## src/sv/rhc_pkg.sv

```systemverilog
// Shared constants and types for the RGB to HSL converter.
package rhc_pkg;

	localparam int CHAN_W      = 8;
	localparam int HUE_W       = 13;
	localparam int SAT_W       = 8;
	localparam int LIT_W       = 9;
	localparam int IN_TDATA_W  = 24;
	localparam int OUT_TDATA_W = 32;
	localparam int OUT_PAD_W   = OUT_TDATA_W - HUE_W - SAT_W - LIT_W;

	// Full-scale saturation
	localparam int SAT_SCALE   = 255;

	typedef enum logic [1:0] {
		SECT_RED,
		SECT_GREEN,
		SECT_BLUE
	} sector_t;

endpackage

```

## src/sv/rgb_to_hsl_convert_top.sv

```systemverilog
// RGB to HSL converter: max/min stage, numerator stage, dividend stage,
// two bit-per-stage dividers and an output stage.
// HQW = bits of the hue quotient; the hue divider resolves one quotient bit per stage.
// Throughput: one pixel per cycle when not stalled; every stage has its own valid bit and
// holds when the stage after it is full and stalled, so bubbles are squeezed out.
// Reset: arst_n clears all valid bits; payload registers are not reset.
module rgb_to_hsl_convert_top #(
	parameter int CHANNEL_BITS  = 8,
	parameter int HUE_FRAC_BITS = 4
) (
	input  logic                            clk,
	input  logic                            arst_n,
	input  logic                            s_axis_tvalid,
	output logic                            s_axis_tready,
	// red [7:0], green [15:8], blue [23:16]
	input  logic [rhc_pkg::IN_TDATA_W-1:0]  s_axis_tdata,
	output logic                            m_axis_tvalid,
	input  logic                            m_axis_tready,
	// hue_sixteenths [12:0], sat_level [20:13], lightness_doubled [29:21], zero [31:30]
	output logic [rhc_pkg::OUT_TDATA_W-1:0] m_axis_tdata
);
	import rhc_pkg::*;

	localparam int CB    = CHANNEL_BITS;
	localparam int HF    = HUE_FRAC_BITS;
	localparam int BNW   = CB + 3;              // sector base times delta plus difference
	localparam int SECT2 = (60 << HF) * 2;
	localparam int TURN  = 360 << HF;
	localparam int HNW   = CB + HF + 10;        // hue dividend
	localparam int HQW   = $clog2(TURN + 1);
	localparam int SNW   = CB + 9;              // saturation dividend
	localparam int SQW   = SAT_W;
	localparam int NDIV  = HQW;
	localparam logic [CB:0]    FULL2    = (CB + 1)'((2 ** (CB + 1)) - 2);
	localparam logic [HQW-1:0] TURN_Q   = HQW'(TURN);
	localparam logic [HNW-1:0] SECT2_H  = HNW'(SECT2);
	localparam logic [SNW-1:0] SCALE2_S = SNW'(2 * SAT_SCALE);

	// ---------------- stage 1: max, min, sector ----------------
	logic [CB-1:0] r_in, g_in, b_in;
	logic [CB-1:0] hi_c, lo_c;
	sector_t       pick_c;

	logic          v_s1;
	logic          rdy_s1, rdy_s2;
	logic [CB-1:0] r_s1, g_s1, b_s1, hi_s1, lo_s1;
	sector_t       pick_s1;

	assign r_in = CB'(s_axis_tdata[CHAN_W-1:0]);
	assign g_in = CB'(s_axis_tdata[2*CHAN_W-1:CHAN_W]);
	assign b_in = CB'(s_axis_tdata[3*CHAN_W-1:2*CHAN_W]);

	always_comb begin
		hi_c   = r_in;
		lo_c   = r_in;
		pick_c = SECT_RED;
		if (g_in > hi_c) begin
			hi_c   = g_in;
			pick_c = SECT_GREEN;
		end
		if (b_in > hi_c) begin
			hi_c   = b_in;
			pick_c = SECT_BLUE;
		end
		if (g_in < lo_c) lo_c = g_in;
		if (b_in < lo_c) lo_c = b_in;
	end

	assign s_axis_tready = rdy_s1;
	assign rdy_s1 = !v_s1 || rdy_s2;

	always_ff @(posedge clk or negedge arst_n) begin
		if (!arst_n) begin
			v_s1 <= 1'b0;
		end else if (rdy_s1) begin
			v_s1 <= s_axis_tvalid;
		end
	end

	always_ff @(posedge clk) begin
		if (rdy_s1 && s_axis_tvalid) begin
			r_s1    <= r_in;
			g_s1    <= g_in;
			b_s1    <= b_in;
			hi_s1   <= hi_c;
			lo_s1   <= lo_c;
			pick_s1 <= pick_c;
		end
	end

	// ---------------- stage 2: delta, sum, hue base numerator, sat denominator ----------------
	logic [CB-1:0]  delta_c;
	logic [CB:0]    sum_c, up_c;
	logic [BNW-1:0] bn_c, d_ext;

	logic           v_s2;
	logic [CB-1:0]  delta_s2, den_s2;
	logic [CB:0]    sum_s2;
	logic [BNW-1:0] bn_s2;

	// one per stage from s3 (index 0) through the last divider step (index NDIV)
	logic           v_sd     [NDIV+1];
	logic           rdy_sd   [NDIV+1];
	logic [HNW-1:0] hrem_sd  [NDIV+1];
	logic [CB:0]    hdiv_sd  [NDIV+1];
	logic [HQW-1:0] hq_sd    [NDIV+1];
	logic [SNW-1:0] srem_sd  [NDIV+1];
	logic [CB:0]    sdiv_sd  [NDIV+1];
	logic [SQW-1:0] sq_sd    [NDIV+1];
	logic           gray_sd  [NDIV+1];
	logic [CB:0]    sum_sd   [NDIV+1];

	assign delta_c = hi_s1 - lo_s1;
	assign sum_c   = {1'b0, hi_s1} + {1'b0, lo_s1};
	assign up_c    = FULL2 - sum_c;
	assign d_ext   = BNW'(delta_c);

	always_comb begin
		case (pick_s1)
			SECT_RED: begin
				if (g_s1 >= b_s1)
					bn_c = BNW'(g_s1) - BNW'(b_s1);
				else
					bn_c = (d_ext << 2) + (d_ext << 1) + BNW'(g_s1) - BNW'(b_s1);
			end
			SECT_GREEN: bn_c = (d_ext << 1) + BNW'(b_s1) - BNW'(r_s1);
			SECT_BLUE:  bn_c = (d_ext << 2) + BNW'(r_s1) - BNW'(g_s1);
			default:    bn_c = '0;
		endcase
	end

	assign rdy_s2 = !v_s2 || rdy_sd[0];

	always_ff @(posedge clk or negedge arst_n) begin
		if (!arst_n) begin
			v_s2 <= 1'b0;
		end else if (rdy_s2) begin
			v_s2 <= v_s1;
		end
	end

	always_ff @(posedge clk) begin
		if (rdy_s2 && v_s1) begin
			delta_s2 <= delta_c;
			sum_s2   <= sum_c;
			bn_s2    <= bn_c;
			den_s2   <= (sum_c < up_c) ? CB'(sum_c) : CB'(up_c);
		end
	end

	// ---------------- stage 3: rounded dividends and doubled divisors ----------------
	// round(a / d) = floor((2a + d) / 2d)
	assign rdy_sd[0] = !v_sd[0] || rdy_sd[1];

	always_ff @(posedge clk or negedge arst_n) begin
		if (!arst_n) begin
			v_sd[0] <= 1'b0;
		end else if (rdy_sd[0]) begin
			v_sd[0] <= v_s2;
		end
	end

	always_ff @(posedge clk) begin
		if (rdy_sd[0] && v_s2) begin
			hrem_sd[0] <= HNW'(bn_s2) * SECT2_H + HNW'(delta_s2);
			hdiv_sd[0] <= {delta_s2, 1'b0};
			hq_sd[0]   <= '0;
			srem_sd[0] <= SNW'(delta_s2) * SCALE2_S + SNW'(den_s2);
			sdiv_sd[0] <= {den_s2, 1'b0};
			sq_sd[0]   <= '0;
			gray_sd[0] <= (delta_s2 == '0);
			sum_sd[0]  <= sum_s2;
		end
	end

	// ---------------- divider steps: one quotient bit per stage, MSB first ----------------
	logic v_sf;
	logic rdy_sf;

	genvar j;
	generate
		for (j = 0; j < NDIV; j++) begin : g_div
			localparam int BP = NDIV - 1 - j;

			logic [HNW-1:0] hsh;
			logic           hge;
			logic [SNW-1:0] srem_n;
			logic [SQW-1:0] sq_n;

			assign hsh = HNW'(hdiv_sd[j]) << BP;
			assign hge = hrem_sd[j] >= hsh;

			if (BP < SQW) begin : g_sat
				logic [SNW-1:0] ssh;
				logic           sge;
				assign ssh    = SNW'(sdiv_sd[j]) << BP;
				assign sge    = srem_sd[j] >= ssh;
				assign srem_n = sge ? srem_sd[j] - ssh : srem_sd[j];
				assign sq_n   = sq_sd[j] | (SQW'(sge) << BP);
			end else begin : g_nosat
				assign srem_n = srem_sd[j];
				assign sq_n   = sq_sd[j];
			end

			if (j == NDIV - 1) begin : g_last
				assign rdy_sd[j+1] = !v_sd[j+1] || rdy_sf;
			end else begin : g_mid
				assign rdy_sd[j+1] = !v_sd[j+1] || rdy_sd[j+2];
			end

			always_ff @(posedge clk or negedge arst_n) begin
				if (!arst_n) begin
					v_sd[j+1] <= 1'b0;
				end else if (rdy_sd[j+1]) begin
					v_sd[j+1] <= v_sd[j];
				end
			end

			always_ff @(posedge clk) begin
				if (rdy_sd[j+1] && v_sd[j]) begin
					hrem_sd[j+1] <= hge ? hrem_sd[j] - hsh : hrem_sd[j];
					hq_sd[j+1]   <= hq_sd[j] | (HQW'(hge) << BP);
					hdiv_sd[j+1] <= hdiv_sd[j];
					srem_sd[j+1] <= srem_n;
					sq_sd[j+1]   <= sq_n;
					sdiv_sd[j+1] <= sdiv_sd[j];
					gray_sd[j+1] <= gray_sd[j];
					sum_sd[j+1]  <= sum_sd[j];
				end
			end
		end
	endgenerate

	// ---------------- output stage: full-turn wrap, gray override ----------------
	logic [HQW-1:0] hq_fin, hue_c;
	logic [HUE_W-1:0] hue_sf;
	logic [SAT_W-1:0] sat_sf;
	logic [LIT_W-1:0] lit_sf;

	assign hq_fin = hq_sd[NDIV];
	assign hue_c  = (hq_fin >= TURN_Q) ? hq_fin - TURN_Q : hq_fin;
	assign rdy_sf = !v_sf || m_axis_tready;

	always_ff @(posedge clk or negedge arst_n) begin
		if (!arst_n) begin
			v_sf <= 1'b0;
		end else if (rdy_sf) begin
			v_sf <= v_sd[NDIV];
		end
	end

	always_ff @(posedge clk) begin
		if (rdy_sf && v_sd[NDIV]) begin
			hue_sf <= gray_sd[NDIV] ? '0 : HUE_W'(hue_c);
			sat_sf <= gray_sd[NDIV] ? '0 : SAT_W'(sq_sd[NDIV]);
			lit_sf <= LIT_W'(sum_sd[NDIV]);
		end
	end

	assign m_axis_tvalid = v_sf;
	assign m_axis_tdata  = {{OUT_PAD_W{1'b0}}, lit_sf, sat_sf, hue_sf};

endmodule
```

## config.mk

```make
export PLATFORM = sky130hd
export DESIGN_NAME = rgb_to_hsl_convert_top
export DESIGN_NICKNAME = d
export VERILOG_FILES = /design/src/sv/rhc_pkg.sv /design/src/sv/rgb_to_hsl_convert_top.sv
export SDC_FILE = /design/constraint.sdc
export NUM_CORES = 2
export LEC_CHECK = 0
export BUFFER_PORTS_ARGS = -buffer_cell sky130_fd_sc_hd__buf_2
export CORE_UTILIZATION = 36
export CTS_BUF_LIST = sky130_fd_sc_hd__clkbuf_2 sky130_fd_sc_hd__clkbuf_4 sky130_fd_sc_hd__clkbuf_8
export DETAILED_ROUTE_END_ITERATION = 7
export GPL_ROUTABILITY_DRIVEN = 0
export PLACE_DENSITY_LB_ADDON = 0.15
export SLEW_MARGIN = 20
export SYNTH_ARGS = -nofsm -noshare
export SYNTH_HDL_FRONTEND = slang
export SYNTH_SLANG_ARGS = --single-unit
```

## constraint.sdc

```tcl
create_clock -name clk -period 14.9 [get_ports clk]
set_input_delay 2.235 -clock clk [delete_from_list [all_inputs] [get_ports clk]]
set_output_delay 2.235 -clock clk [all_outputs]
set_load 0.01 [all_outputs]
```

Word-level counts from Yosys, hierarchy flattened
Memory sizes are Yosys's and may differ from the RTL's. A register that Yosys moved wholly into a read port is not among the register bits.
Cells that the tools add are included.
Widths: inputs -> output; s select.
{"block": "word_totals", "in_bits": 28, "word_cells": 235, "ramBits": 1232, "ff_bits": 108, "out_inout_bits": 34, "mem_count": 8}
{"block": "op_classes", "reduce_logical": 53, "magnitude_cmp": 28, "multipliers": 2, "add_sub_neg": 35, "n_mux": 58, "eq_ne": 2, "n_bitwise": 21}
{"memory": "hrem_sd", "depth": 14, "width": 22, "read_ports": 13, "rd_clocked_by_memory_dff": 0, "wr": 14, "line": "rgb_to_hsl_convert_top.sv:104", "rtl": "logic [HNW-1:0] hrem_sd [NDIV+1];"}
{"memory": "srem_sd", "depth": 14, "width": 17, "read_ports": 13, "rd_clocked_by_memory_dff": 0, "wr": 14, "line": "rgb_to_hsl_convert_top.sv:107", "rtl": "logic [SNW-1:0] srem_sd [NDIV+1];"}
{"memory": "hq_sd", "depth": 14, "width": 13, "read_ports": 14, "rd_clocked_by_memory_dff": 0, "wr": 14, "line": "rgb_to_hsl_convert_top.sv:106", "rtl": "logic [HQW-1:0] hq_sd [NDIV+1];"}
{"memory": "hdiv_sd", "depth": 14, "width": 9, "read_ports": 13, "rd_clocked_by_memory_dff": 0, "wr": 14, "line": "rgb_to_hsl_convert_top.sv:105", "rtl": "logic [CB:0] hdiv_sd [NDIV+1];"}
{"memory": "sdiv_sd", "depth": 14, "width": 9, "read_ports": 13, "rd_clocked_by_memory_dff": 0, "wr": 14, "line": "rgb_to_hsl_convert_top.sv:108", "rtl": "logic [CB:0] sdiv_sd [NDIV+1];"}
{"memory": "sum_sd", "depth": 14, "width": 9, "read_ports": 14, "rd_clocked_by_memory_dff": 1, "wr": 14, "line": "rgb_to_hsl_convert_top.sv:111", "rtl": "logic [CB:0] sum_sd [NDIV+1];"}
{"memory": "+2 memories"}
{"op": "$mux 22", "count": 13}
{"op": "$mux 17", "count": 8}
{"op": "$mux 8", "count": 5}
{"op": "$pmux 11 s3", "count": 1}
{"op": "$mux 1", "count": 29}
{"op": "$add 22x8->22", "count": 1}
{"op": "$ge 22x10->1", "count": 1}
{"op": "$ge 22x11->1", "count": 1}
{"op": "$ge 22x12->1", "count": 1}
{"op": "$ge 22x13->1", "count": 1}
{"op": "$ge 22x14->1", "count": 1}
{"op": "$ge 22x15->1", "count": 1}
{"op": "$ge 22x16->1", "count": 1}
{"op": "$ge 22x17->1", "count": 1}
{"op": "$ge 22x18->1", "count": 1}
{"op": "$ge 22x19->1", "count": 1}
{"op": "$ge 22x20->1", "count": 1}
{"op": "$ge 22x21->1", "count": 1}
{"op": "$ge 22x9->1", "count": 1}
{"op": "$sub 11x8->11", "count": 2}
{"op": "$sub 22x10->22", "count": 1}
{"op": "$sub 22x11->22", "count": 1}
{"op": "$sub 22x12->22", "count": 1}
{"op": "$sub 22x13->22", "count": 1}
{"op": "73 further kinds", "count": 123}

Depth between registers and ports, before layout
{"block": "depth", "ltp_word": 19, "depth_mapped": 21, "ltp_nobuf": 21}

Least setup slack after synthesis
OpenSTA, ideal clock, no wires.
{"block": "synth_timing", "kind": "input to register", "from": "in m_axis_tready", "to": "mem gray_sd[6][0], in the netlist gray_sd[0][6] (enable)", "setup_ns": 0.577, "path_buffers": 0, "required_ns": 14.323, "path_stages": 6, "slack_ns": 6.955, "t_arrival_ns": 7.368, "path_cell_list": "nor2b_1 > nand3_1 > nor2_1 > and2_1 > and3_1 > a21boi_0"}
{"element": "from (decl)", "line": "rgb_to_hsl_convert_top.sv:18", "rtl": "input logic m_axis_tready,"}
{"element": "to (decl)", "line": "rgb_to_hsl_convert_top.sv:110", "rtl": "logic gray_sd [NDIV+1];"}

Final worst setup path
{"block": "layout_timing", "from": "in m_axis_tready", "to": "out s_axis_tready"}
{"block": "layout_between", "elab_chain_cells": 17}
{"element": "$logic_or 1x1->1", "line": "rgb_to_hsl_convert_top.sv:242", "rtl": "assign rdy_sf = !v_sf || m_axis_tready;"}
{"element": "$logic_or 1x1->1", "line": "rgb_to_hsl_convert_top.sv:206", "rtl": "assign rdy_sd[j+1] = !v_sd[j+1] || rdy_sf;"}
{"element": "$logic_or 1x1->1 (12 in series)", "line": "rgb_to_hsl_convert_top.sv:208", "rtl": "assign rdy_sd[j+1] = !v_sd[j+1] || rdy_sd[j+2];"}
{"element": "$logic_or 1x1->1", "line": "rgb_to_hsl_convert_top.sv:153", "rtl": "assign rdy_sd[0] = !v_sd[0] || rdy_sd[1];"}
{"element": "$logic_or 1x1->1", "line": "rgb_to_hsl_convert_top.sv:132", "rtl": "assign rdy_s2 = !v_s2 || rdy_sd[0];"}
{"element": "$logic_or 1x1->1", "line": "rgb_to_hsl_convert_top.sv:70", "rtl": "assign rdy_s1 = !v_s1 || rdy_s2;"}
{"element": "to (decl)", "line": "rgb_to_hsl_convert_top.sv:14", "rtl": "output logic s_axis_tready,"}
Every way passes these cells.

==> impl_metrics.json <==
{
  "vias_per_cell": 4.66,
  "m1WireLength_um": 33800,
  "cts_max_path_buffers": 3,
  "synth_edf_count": 973,
  "synth_cells": 3685,
  "drive_gt1_share_pct": 10.8,
  "critPathMaxFanout": 5,
  "critPathBufInv": 3,
  "synthToLayoutAreaGrowth_pct": 12.0,
  "clk_pin_slew_worst_paths_ns": 0.05,
  "arrival_ns": 4.79,
  "drtAntennaViolNets": 0,
  "fin_skew_ns": 0.0531,
  "drc": 8,
  "avgRoutedWirePerCell_um": 14.8,
  "io_pins": 62,
  "synth_seq_cells": 990,
  "cts_resized": 0,
  "fin_crit_ns": 7.02,
  "die_w_um": 370,
  "die_h_um": 370,
  "wl_met2_um": 46100,
  "grt_use_total_pct": 12.7,
  "path_class": "in2out",
  "grt_max_degree": 71,
  "cts_buffers": 170,
  "clock_latency_ns": 0.85,
  "hold_path_class": "reg2reg",
  "routed-via-count": 27000,
  "drt_iter0_drc": 1174,
  "fillers": 12600,
  "cts_root_buffer": "clkbuf_8",
  "async_flop_share_pct": 1.72,
  "setup_viol": 0,
  "start_util_pct": 36.4,
  "slew_headroom_pct": 34.9,
  "synth_area_per_cell_um2": 13.2,
  "critPathRequiredTime_ns": 12.66,
  "mostFrequentLayoutCells": "973 x edfxtp_1, 416 x inv_1, 319 x ha_1",
  "violations": "design-rule violations",
  "gr-total-overflow": 0,
  "crit_family": "simple AND/OR/NAND/NOR gates",
  "netlist_area_um2": 48700,
  "highest_layer": "met4",
  "route.met3.wl_um": 2970,
  "rsz0062_at_grt": "no",
  "ys.flop_type": "edfxtp_1",
  "endpoint_kind": "output pin",
  "cts_max_level": 4,
  "cts_sinks": 990,
  "drv_slew": 0,
  "grt_pass1_vias": 27900,
  "tns_ns": 0,
  "final_nets": 4345,
  "timing.final.crit_share_pct": 47.1,
  "hold_viol": 0,
  "final_common_cell": "edfxtp_1",
  "totalWireLength_um": 85500,
  "worst_slew_pin_slew_ns": 0.969,
  "placementRows": 134,
  "cp-start-kind": "input port",
  "cts-hold-fix-buffers": 0,
  "cpMaxStageDelayCell": "nor3_1",
  "clock.fmax_mhz": 142,
  "seq_area_frac_synth_pct": 60.9,
  "post-cts-setup-buffers": 0,
  "crit_chain": "buf_2 > nor2b_1 > nand3_1 > nor2_1 > nand2_1 > nor3_1 > nand3_1 > nor2_1 > inv_1 > buf_2",
  "cts_tree": "built",
  "max-cap-violations": 0,
  "dp_hpwl_um": 63900,
  "io_buffer_count": 59,
  "yosysWarnings": 0,
  "yosysUniqueCellTypes": 94,
  "fp.coreArea_um2": 134000,
  "grt_antenna_before_repair": 1,
  "status": "finished, violations left",
  "dieArea_um2": 137000,
  "cpPeakStageDelay_ns": 0.82,
  "drt_first_pass_iters": 7,
  "grt_pass1_wl_um": 139000
}
## cell usage after synthesis, types with 25 or more instances
cell / n / area (µm²)
xnor2_1: 141 / 1230
nand2b_1: 62 / 388
a21oi_1: 181 / 906
mux2i_1: 38 / 380
inv_1: 416 / 1560
fa_1: 101 / 2020
o21a_1: 31 / 233
nor4_1: 39 / 244
o31ai_1: 29 / 218
nor2b_1: 79 / 494
nand2_1: 183 / 687
nand3_1: 43 / 215
or3_1: 29 / 181
edfxtp_1: 973 / 29200
o21ai_0: 146 / 731
nor2_1: 229 / 860
ha_1: 319 / 3990
xor2_1: 115 / 1010
clkbuf_1: 29 / 109
a21o_1: 55 / 413
nand4_1: 37 / 231
nor3_1: 90 / 450
mux2_2: 25 / 282
## state kept, by name, indices dropped and copies added (netlist names), 13 cells and up
name	cells
sdiv_sd	91
sum_sd	117
sq_sd	36
srem_sd	212
hue_sf	13
gray_sd	14
hdiv_sd	28
hq_sd	91
v_sd	14
hrem_sd	278
## stage by stage
| stage | setup WS (ns) | util (%) | std cells | hold WS [ns] | instance area [µm²] |
|---|---|---|---|---|---|
| 2_1_floorplan | 6.95 | - | 3686 | 0.400 | 48700 |
| 3_3_place_gp | 7.92 | 38.3 | 5493 | 0.400 | 51200 |
| 3_5_place_dp | 7.85 | 38.3 | 5493 | 0.405 | 51200 |
| 4_1_cts | 7.84 | 40.7 | 5789 | 0.375 | 54500 |
| 5_1_grt | 7.56 | 40.7 | 5790 | 0.393 | 54500 |
| 6_report | 7.88 | 40.7 | 5790 | 0.382 | 54500 |
## worst paths after layout
path / cells past startpoint / endpoint / from / slack [ns]
max in group asynchronous: 1 / v_sd[6] / arst_n / 13.29
max: 10 / s_axis_tready / m_axis_tready / 7.88
max reg2reg: 17 / srem_sd[0][16] / delta_s2[0] / 9.69
min in group asynchronous: 1 / v_sd[5] / arst_n / 1.31
min: 0 / hq_sd[0][87] / hq_sd[0][74] / 0.38
min reg2reg: 0 / hq_sd[0][87] / hq_sd[0][74] / 0.38
## final cells by class
cell class / instances / area (µm²) / share of cell area, %
timing repair buffer: 82 / 468 / 0.858
clock inverter: 67 / 468 / 0.858
tap: 1768 / 2210 / 4.06
clock buffer: 229 / 2800 / 5.13
antenna: 1 / 2.50 / 0.00459
inverter: 421 / 1580 / 2.90
multi-input combinational: 2232 / 17300 / 31.8
sequential: 990 / 29600 / 54.4
## kinds of logic after synthesis
group                    share of synthesized area, %
AO/OA/AOI/OAI                                    7.45
XOR/XNOR                                         4.61
adder cells (fa/ha/maj)                          12.4
buffers and inverters                            3.66
flip-flops                                       60.9
multiplexers                                     1.44
other                                         0.00771
AND/OR/NAND/NOR                                  9.57
## metal layers
metal  up-vias  track usage, %
met1     12700            13.1
met2       336            24.5
met3       175            2.89
li1      13700               -
met5         -               0
met4         0            5.06
Power is not shown: default switching activity piles up to over one toggle a cycle in this logic, so the estimate is an artifact.
